**src/mcss_pkg.sv**
```systemverilog
// Package for the motor command safety supervisor: transaction payload types,
// winch and action codes, register indexes and register reset values.
// No dependencies.
`default_nettype none

package mcss_pkg;

   localparam int unsigned CSR_INDEX_W = 1;
   localparam int unsigned CSR_DATA_W  = 32;

   localparam logic [CSR_INDEX_W-1:0] CSR_TIMEOUT_MS  = 1'd0;
   localparam logic [CSR_INDEX_W-1:0] CSR_DRIVE_LIMIT = 1'd1;

   localparam logic [31:0] TIMEOUT_MS_RESET  = 32'd500;
   localparam logic [14:0] DRIVE_LIMIT_RESET = 15'd400;

   localparam logic [1:0] WINCH_NONE = 2'd0;
   localparam logic [1:0] WINCH_UP   = 2'd1;
   localparam logic [1:0] WINCH_DOWN = 2'd2;
   localparam logic [1:0] WINCH_BAD  = 2'd3;

   localparam logic [1:0] ACT_NONE  = 2'd0;
   localparam logic [1:0] ACT_ABORT = 2'd1;
   localparam logic [1:0] ACT_RAISE = 2'd2;
   localparam logic [1:0] ACT_LOWER = 2'd3;

   typedef struct packed {
      logic [31:0]        now_ms;
      logic               packet_valid;
      logic signed [15:0] drive_request;
      logic [1:0]         winch_request;
      logic               stop_request;
      logic [31:0]        sequence_in;
      logic               home_pressed;
      logic               winch_busy;
      logic               drive_fault;
   } req_type;

   typedef struct packed {
      logic signed [15:0] applied_drive;
      logic [1:0]         winch_action;
      logic [1:0]         active_winch;
      logic               link_timed_out;
      logic               stop_active;
      logic [31:0]        last_sequence;
   } rsp_type;

endpackage

`default_nettype wire

```
**src/mcss_req_if.sv**
```systemverilog
// Request channel interface: valid/ready handshake with one control pass.
// Depends on mcss_pkg.
`default_nettype none

interface mcss_req_if;
   logic             valid;
   logic             ready;
   mcss_pkg::req_type data;

   modport source (output valid, output data, input ready);
   modport sink   (input valid, input data, output ready);
endinterface

`default_nettype wire

```
**src/mcss_rsp_if.sv**
```systemverilog
// Response channel interface: valid/ready handshake with one supervisor result.
// Depends on mcss_pkg.
`default_nettype none

interface mcss_rsp_if;
   logic             valid;
   logic             ready;
   mcss_pkg::rsp_type data;

   modport source (output valid, output data, input ready);
   modport sink   (input valid, input data, output ready);
endinterface

`default_nettype wire

```
**src/motor_command_safety_supervisor.sv**
```systemverilog
// Motor command safety supervisor top level: request register, supervisor
// logic and response register. Depends on mcss_pkg, mcss_req_if, mcss_rsp_if.
//
//   channel | direction | handshake          | payload
//   req_ch  | in        | valid/ready        | mcss_pkg::req_type
//   rsp_ch  | out       | valid/ready        | mcss_pkg::rsp_type
//   csr_*   | in        | write enable only  | index, 32-bit data
//
// One transaction per cycle unless the response stalls; a transaction passes
// the request register and then the response register. Supervisor state updates
// when a transaction moves from the request register to the response register.
// A stalled response holds both registers; reset clears the valids and state.
`default_nettype none

module motor_command_safety_supervisor (
   input  wire logic                               clock,
   input  wire logic                               reset,
   mcss_req_if.sink                                req_ch,
   mcss_rsp_if.source                              rsp_ch,
   input  wire logic                               csr_write_enable,
   input  wire logic [mcss_pkg::CSR_INDEX_W-1:0]   csr_index,
   input  wire logic [mcss_pkg::CSR_DATA_W-1:0]    csr_write_data
);

   logic [31:0]        timeout_ms_ff;
   logic [14:0]        drive_limit_ff;

   logic               s1_valid_ff;
   mcss_pkg::req_type  s1_data_ff;
   logic               rsp_valid_ff;
   mcss_pkg::rsp_type  rsp_data_ff;

   logic signed [15:0] held_drive_ff, held_drive_in;
   logic [1:0]         held_winch_ff, held_winch_in;
   logic [31:0]        held_sequence_ff, held_sequence_in;
   logic               stop_latched_ff, stop_latched_in;
   logic               ever_received_ff, ever_received_in;
   logic [31:0]        last_time_ff, last_time_in;
   logic [1:0]         current_winch_ff, current_winch_in;
   logic               safety_done_ff, safety_done_in;

   logic               advance;
   logic [31:0]        elapsed;
   logic               timed_out;
   logic               safe_stop;
   logic [1:0]         action;
   logic signed [16:0] drive_src;
   logic signed [16:0] limit_pos;
   logic signed [16:0] drive_clamped;
   logic signed [15:0] drive_out;
   mcss_pkg::rsp_type  rsp_in;

   assign advance      = s1_valid_ff && (!rsp_valid_ff || rsp_ch.ready);
   assign req_ch.ready = !s1_valid_ff || advance;
   assign rsp_ch.valid = rsp_valid_ff;
   assign rsp_ch.data  = rsp_data_ff;

   always_ff @(posedge clock) begin
      if (reset) begin
         timeout_ms_ff  <= mcss_pkg::TIMEOUT_MS_RESET;
         drive_limit_ff <= mcss_pkg::DRIVE_LIMIT_RESET;
      end else if (csr_write_enable) begin
         unique case (csr_index)
            mcss_pkg::CSR_TIMEOUT_MS:  timeout_ms_ff  <= csr_write_data;
            mcss_pkg::CSR_DRIVE_LIMIT: drive_limit_ff <= csr_write_data[14:0];
            default: ;
         endcase
      end
   end

   // latch packet fields
   always_comb begin
      if (s1_data_ff.packet_valid) begin
         held_drive_in    = s1_data_ff.drive_request;
         held_winch_in    = (s1_data_ff.winch_request == mcss_pkg::WINCH_BAD) ?
                            mcss_pkg::WINCH_NONE : s1_data_ff.winch_request;
         held_sequence_in = s1_data_ff.sequence_in;
         stop_latched_in  = s1_data_ff.stop_request;
         last_time_in     = s1_data_ff.now_ms;
      end else begin
         held_drive_in    = held_drive_ff;
         held_winch_in    = held_winch_ff;
         held_sequence_in = held_sequence_ff;
         stop_latched_in  = stop_latched_ff;
         last_time_in     = last_time_ff;
      end
      ever_received_in = ever_received_ff || s1_data_ff.packet_valid;
   end

   assign elapsed   = s1_data_ff.now_ms - last_time_in;
   assign timed_out = !ever_received_in || (elapsed > timeout_ms_ff);
   assign safe_stop = stop_latched_in || timed_out;

   // winch arbitration
   always_comb begin
      action           = mcss_pkg::ACT_NONE;
      current_winch_in = current_winch_ff;
      safety_done_in   = safety_done_ff;
      if (safe_stop) begin
         if (!safety_done_ff) begin
            action = (current_winch_ff != mcss_pkg::WINCH_NONE || s1_data_ff.winch_busy) ?
                     mcss_pkg::ACT_ABORT : mcss_pkg::ACT_NONE;
            current_winch_in = mcss_pkg::WINCH_NONE;
            safety_done_in   = 1'b1;
         end
      end else begin
         safety_done_in = 1'b0;
         priority if (held_winch_in == mcss_pkg::WINCH_NONE ||
                      (held_winch_in == mcss_pkg::WINCH_UP && s1_data_ff.home_pressed)) begin
            action = (current_winch_ff != mcss_pkg::WINCH_NONE || s1_data_ff.winch_busy) ?
                     mcss_pkg::ACT_ABORT : mcss_pkg::ACT_NONE;
            current_winch_in = mcss_pkg::WINCH_NONE;
         end else if (current_winch_ff != held_winch_in) begin
            priority if (current_winch_ff != mcss_pkg::WINCH_NONE || s1_data_ff.winch_busy) begin
               action           = mcss_pkg::ACT_ABORT;
               current_winch_in = mcss_pkg::WINCH_NONE;
            end else if (held_winch_in == mcss_pkg::WINCH_UP) begin
               action           = mcss_pkg::ACT_RAISE;
               current_winch_in = mcss_pkg::WINCH_UP;
            end else begin
               action           = mcss_pkg::ACT_LOWER;
               current_winch_in = mcss_pkg::WINCH_DOWN;
            end
         end else begin
            action = mcss_pkg::ACT_NONE;
         end
      end
   end

   // clamp drive
   always_comb begin
      drive_src = (held_winch_in != mcss_pkg::WINCH_NONE) ? 17'sd0 :
                  17'(held_drive_in);
      limit_pos = $signed({2'b00, drive_limit_ff});
      priority if (drive_src > limit_pos) begin
         drive_clamped = limit_pos;
      end else if (drive_src < -limit_pos) begin
         drive_clamped = -limit_pos;
      end else begin
         drive_clamped = drive_src;
      end
      if (safe_stop || s1_data_ff.drive_fault) begin
         drive_out = 16'sd0;
      end else begin
         drive_out = drive_clamped[15:0];
      end
   end

   always_comb begin
      rsp_in.applied_drive  = drive_out;
      rsp_in.winch_action   = action;
      rsp_in.active_winch   = current_winch_in;
      rsp_in.link_timed_out = timed_out;
      rsp_in.stop_active    = stop_latched_in;
      rsp_in.last_sequence  = held_sequence_in;
   end

   always_ff @(posedge clock) begin
      if (reset) begin
         s1_valid_ff      <= 1'b0;
         rsp_valid_ff     <= 1'b0;
         held_drive_ff    <= 16'sd0;
         held_winch_ff    <= mcss_pkg::WINCH_NONE;
         held_sequence_ff <= 32'd0;
         stop_latched_ff  <= 1'b0;
         ever_received_ff <= 1'b0;
         last_time_ff     <= 32'd0;
         current_winch_ff <= mcss_pkg::WINCH_NONE;
         safety_done_ff   <= 1'b0;
      end else begin
         if (req_ch.ready) begin
            s1_valid_ff <= req_ch.valid;
         end
         if (advance) begin
            rsp_valid_ff     <= 1'b1;
            held_drive_ff    <= held_drive_in;
            held_winch_ff    <= held_winch_in;
            held_sequence_ff <= held_sequence_in;
            stop_latched_ff  <= stop_latched_in;
            ever_received_ff <= ever_received_in;
            last_time_ff     <= last_time_in;
            current_winch_ff <= current_winch_in;
            safety_done_ff   <= safety_done_in;
         end else if (rsp_ch.ready) begin
            rsp_valid_ff <= 1'b0;
         end
      end
   end

   always_ff @(posedge clock) begin
      if (req_ch.ready && req_ch.valid) begin
         s1_data_ff <= req_ch.data;
      end
      if (advance) begin
         rsp_data_ff <= rsp_in;
      end
   end

endmodule

`default_nettype wire
```
**src/flat_wrapper.sv**
```systemverilog
// flat-port wrapper written by rule: the top's interface ports become plain ports
module motor_command_safety_supervisor_flat 
  (clock, reset, csr_write_enable, csr_index, csr_write_data, req_ch_valid, req_ch_data, req_ch_ready, rsp_ch_valid, rsp_ch_data, rsp_ch_ready);
  mcss_req_if req_ch_i ();
  mcss_rsp_if rsp_ch_i ();
  input  wire logic clock;
  input  wire logic reset;
  input  wire logic csr_write_enable;
  input  wire logic [mcss_pkg::CSR_INDEX_W-1:0] csr_index;
  input  wire logic [mcss_pkg::CSR_DATA_W-1:0] csr_write_data;
  input wire logic [$bits(req_ch_i.valid)-1:0] req_ch_valid;
  input wire logic [$bits(req_ch_i.data)-1:0] req_ch_data;
  output wire logic [$bits(req_ch_i.ready)-1:0] req_ch_ready;
  output wire logic [$bits(rsp_ch_i.valid)-1:0] rsp_ch_valid;
  output wire logic [$bits(rsp_ch_i.data)-1:0] rsp_ch_data;
  input wire logic [$bits(rsp_ch_i.ready)-1:0] rsp_ch_ready;
  assign req_ch_i.valid = req_ch_valid;
  assign req_ch_i.data = req_ch_data;
  assign req_ch_ready = req_ch_i.ready;
  assign rsp_ch_valid = rsp_ch_i.valid;
  assign rsp_ch_data = rsp_ch_i.data;
  assign rsp_ch_i.ready = rsp_ch_ready;
  motor_command_safety_supervisor u_core (.clock(clock), .reset(reset), .req_ch(req_ch_i), .rsp_ch(rsp_ch_i), .csr_write_enable(csr_write_enable), .csr_index(csr_index), .csr_write_data(csr_write_data));
endmodule
```
**config.mk**
```make
export PLATFORM = sky130hd
export DESIGN_NAME = motor_command_safety_supervisor_flat
export DESIGN_NICKNAME = d
export VERILOG_FILES = /design/src/mcss_pkg.sv /design/src/mcss_req_if.sv /design/src/mcss_rsp_if.sv /design/src/motor_command_safety_supervisor.sv /design/src/flat_wrapper.sv
export SDC_FILE = /design/constraint.sdc
export NUM_CORES = 1
export LEC_CHECK = 0
export BUFFER_PORTS_ARGS = -buffer_cell sky130_fd_sc_hd__buf_2
export CORE_MARGIN = 8
export CORE_UTILIZATION = 55
export CTS_CLUSTER_SIZE = 8
export DETAILED_ROUTE_END_ITERATION = 8
export PLACE_DENSITY = 0.88
export SLEW_MARGIN = 10
export SYNTH_ARGS = -nofsm -noshare
export SYNTH_HDL_FRONTEND = slang
export SYNTH_SLANG_ARGS = --single-unit
```
**constraint.sdc**
```tcl
create_clock -name clock -period 14.8 [get_ports clock]
set_input_delay 1.48 -clock clock [delete_from_list [all_inputs] [get_ports clock]]
set_output_delay 1.48 -clock clock [all_outputs]
set_load 0.02 [all_outputs]
```
==> impl_metrics.ini <==
[status]
status = finished, final reports clean

[worst_setup_path]
endpoint = u_core.rsp_ch.data[53]$_SDFFCE_PP0P_
critPathMaxStageDelay_ns = 0.57
crit_chain = buf_4 > mux2_2 > ha_1 > inv_1 > fa_1 > a211oi_1 > o211ai_1 > or4b_1 > a211oi_1 > o2111ai_1 > o21ai_0 > o221ai_1 > xnor2_1 > ha_1 > nand4_1 > or4_4 > nor3_2 > nand2_1 > a21oi_2 > nand3_4 > or2_1 > a2111oi_2
start_kind = flop
required_ns = 15.14
crit_start = u_core.s1_data_ff[54]$_DFFE_PP_
path_max_fanout = 31
r2r-start = u_core.s1_data_ff[54]$_DFFE_PP_
slowest_stage = or4_4
cp.arrival_ns = 6.88
critical_path_class = reg -> reg
r2r_end = u_core.rsp_ch.data[53]$_SDFFCE_PP0P_
critPathCaptureType = flop
reg2reg_depth = 22
r2r_slack_ns = 8.26

[synth]
ys_seq_area_share_pct = 50.3
synthDistinctLibCells = 69
ys_ff_latch = 277
synth_edf_count = 141
async_flop_share_pct = 0
synth-main-ff-cell = edfxtp_1
synth.net_count = 1599
avgSynthCellArea_sq_um = 10.0
synth.yosys.warnings = 0
synthCells = 1377
synth_area_sq_um = 13800

[timing]
drv_slew = 0
hold_violations = 0
worst_slew_pin_slew_ns = 1.20
setup_viol = 0
max_freq_ghz = 0.153
slew_headroom_pct = 20.0
period_share_pct = 44.2
rsz0062_at_grt = no
fin_worst_skew_ns = 0.0189
setup_tns_ns = 0
fin_crit_ns = 6.54

[worst_hold_path]
hold_path.class = reg -> reg
hold_depth = 2

[pwr]
intPower_mw = 1.54
switching_share_pct = 27.1
switchingPower_uw = 573
ir_drop_mv = 0.0906
p_clk_share_pct = 41.5
pwr_density_cell_nw_per_um2 = 130
seqPwrFrac_pct = 41.4
leakagePower_nw = 6.51
combPwrFrac_pct = 17.2

[clocking]
cts_root_buffer = clkbuf_16
ctsResizeCount = 0
clockBufferDepth = 3
insertion_delay_ns = 0.54
cts_setup_buffers = 0
cts_tree = built
cts_inserted_buffers = 41
cts_max_level = 2
cts.clk_slew.worst_paths_ns = 0.05
holdBufCountCts = 0
cts_num_sinks = 277

[drt]
num_vias = 10900
avgRoutedWirePerCell_microns = 17.8
drc = 0
vias_per_cell = 5.69
drt-total-wl_mm = 34.0
dr.pass1.iters = 5
drtIter0Drc = 747
ant_nets = 0

[final_layout]
post-route-util_pct = 65.0
fin_nets = 1768
layout-drive-gt1-share_pct = 18.5
syn2layout_area_growth_pct = 17.4
final_common_cell = nand2_1
fill_cells = 1958
final_cell_mix = nand2_1, buf_2, a21oi_1, edfxtp_1, dfxtp_1

[floorplanning]
core_sq_um = 25000
fp.dieW_microns = 175
io_pins = 181
placementRows = 58
dieArea_sq_um = 30500
start_util_pct = 55.4
die_y_microns = 175

[grt]
grt_max_degree = 80
grt_pass1_wl_mm = 54.3
grt_overflow = 0
track_usage_pct = 21.6
grt_pass1_vias = 10900
antenna_found_initial = 1

[placed_design]
gp_congestion = 0.902
port_buffers = 180
hpwl_mm = 23.8

[job]
maxCapViolCount = 0
==> logic make-up after synthesis <==
family,count (synthesis),share of synthesized area [%]
simple gates,433,13.8
xor+xnor,42,2.66
flops,277,50.3
fa+ha+maj,97,8.83
mux,93,7.03
compound gates,307,13.7
buf+inv,128,3.62
==> per-layer routing <==
metal | GRT usage (%) | part of all wire, % | vias up
li1 | - | - | 5256
met1 | 26.7 | 42 | 5156
met2 | 36.6 | 48 | 362
met3 | 4.17 | 5.5 | 85
met4 | 8.65 | 3.6 | 0
met5 | 0 | 0 | -
==> state kept, by name, indices dropped and copies added, names as in the netlist <==
name	cells
u_core.ever_received_ff	1
u_core.timeout_ms_ff	32
u_core.rsp_ch.data	54
u_core.stop_latched_ff	1
u_core.held_drive_ff	16
u_core.safety_done_ff	1
u_core.last_time_ff	32
u_core.held_winch_ff	2
u_core.held_sequence_ff	32
u_core.rsp_ch.valid	1
u_core.s1_valid_ff	1
u_core.s1_data_ff	87
u_core.current_winch_ff	2
u_core.drive_limit_ff	15
==> metrics by stage <==
stage	setup slack, ns	total power [mW]	std cells	hold WS [ns]	area (sq um)
after detailed placement	8.36	1.25	1833	0.446	15000
final	8.26	2.12	1908	0.452	16200
after floorplan	8.49	1.15	1377	0.434	13800
after global routing	7.80	2.21	1908	0.474	16200
after global placement	8.53	1.23	1833	0.439	15000
after CTS	8.27	2.13	1907	0.453	16200
==> Yosys cell counts (8+ instances only) <==
library cell / count / share of area, %
a211oi_1: 45 / 2.4
a21o_1: 18 / 0.98
a21oi_1: 146 / 5.3
buf_1: 14 / 0.38
clkbuf_1: 45 / 1.2
dfxtp_1: 136 / 20
edfxtp_1: 141 / 31
ha_1: 96 / 8.7
inv_1: 62 / 1.7
mux2_2: 33 / 2.7
mux2i_1: 60 / 4.3
nand2_1: 214 / 5.8
nand2b_1: 9 / 0.41
nand3_1: 8 / 0.29
nand4_1: 13 / 0.59
nor2_1: 110 / 3.0
nor2b_1: 23 / 1.0
nor3_1: 21 / 0.76
o21ai_0: 34 / 1.2
o22ai_1: 10 / 0.45
xnor2_1: 32 / 2.0
xor2_1: 10 / 0.63
==> area by class of cell <==
cell class	instances	area, sq um	share of cell area [%]
Multi-Input combinational cell	972	6390	39.4
Inverter	63	239	1.47
Timing Repair Buffer	191	986	6.07
Tap cell	330	413	2.54
Antenna cell	1	2.50	0.0154
Sequential cell	277	6960	42.8
Clock inverter	3	66.3	0.408
Clock buffer	71	1180	7.27
==> power by group through the flow <==
stage                     Clock [mW]  Sequential [mW]  Combinational (mW)
final                          0.878            0.876               0.363
after global routing           0.924            0.879               0.406
after floorplan                    0            0.893               0.256
after detailed placement           0            0.889               0.358
after CTS                      0.894            0.875               0.362
after global placement             0            0.887               0.345
==> critical path, delay by kind of cell (launching register included) <==
family / cells / cell delay [ns]
XOR/XNOR: 1 / 0.16
AND/OR/NAND/NOR: 7 / 2.15
multiplexers: 1 / 0.42
AO/OA/AOI/OAI: 8 / 2.02
buffers and inverters: 2 / 0.52
adder cells (fa/ha/maj): 3 / 0.73
flip-flops: 1 / 0.32
==> worst min-delay path by stage <==
| stage | start | end | slack, ns |
|---|---|---|---|
| global placement | u_core.held_sequence_ff[5]$_SDFFE_PP0P_ | u_core.held_sequence_ff[5]$_SDFFE_PP0P_ | 0.44 |
| global route | u_core.timeout_ms_ff[22]$_SDFFE_PP0P_ | u_core.timeout_ms_ff[22]$_SDFFE_PP0P_ | 0.47 |
| CTS | u_core.held_drive_ff[0]$_SDFFE_PP0P_ | u_core.held_drive_ff[0]$_SDFFE_PP0P_ | 0.45 |
| detailed placement | u_core.held_drive_ff[0]$_SDFFE_PP0P_ | u_core.held_drive_ff[0]$_SDFFE_PP0P_ | 0.45 |
| finish | u_core.held_drive_ff[12]$_SDFFE_PP0P_ | u_core.held_drive_ff[12]$_SDFFE_PP0P_ | 0.45 |
| floorplan | u_core.held_sequence_ff[0]$_SDFFE_PP0P_ | u_core.held_sequence_ff[0]$_SDFFE_PP0P_ | 0.43 |
Power figures use the tool's default switching activity.
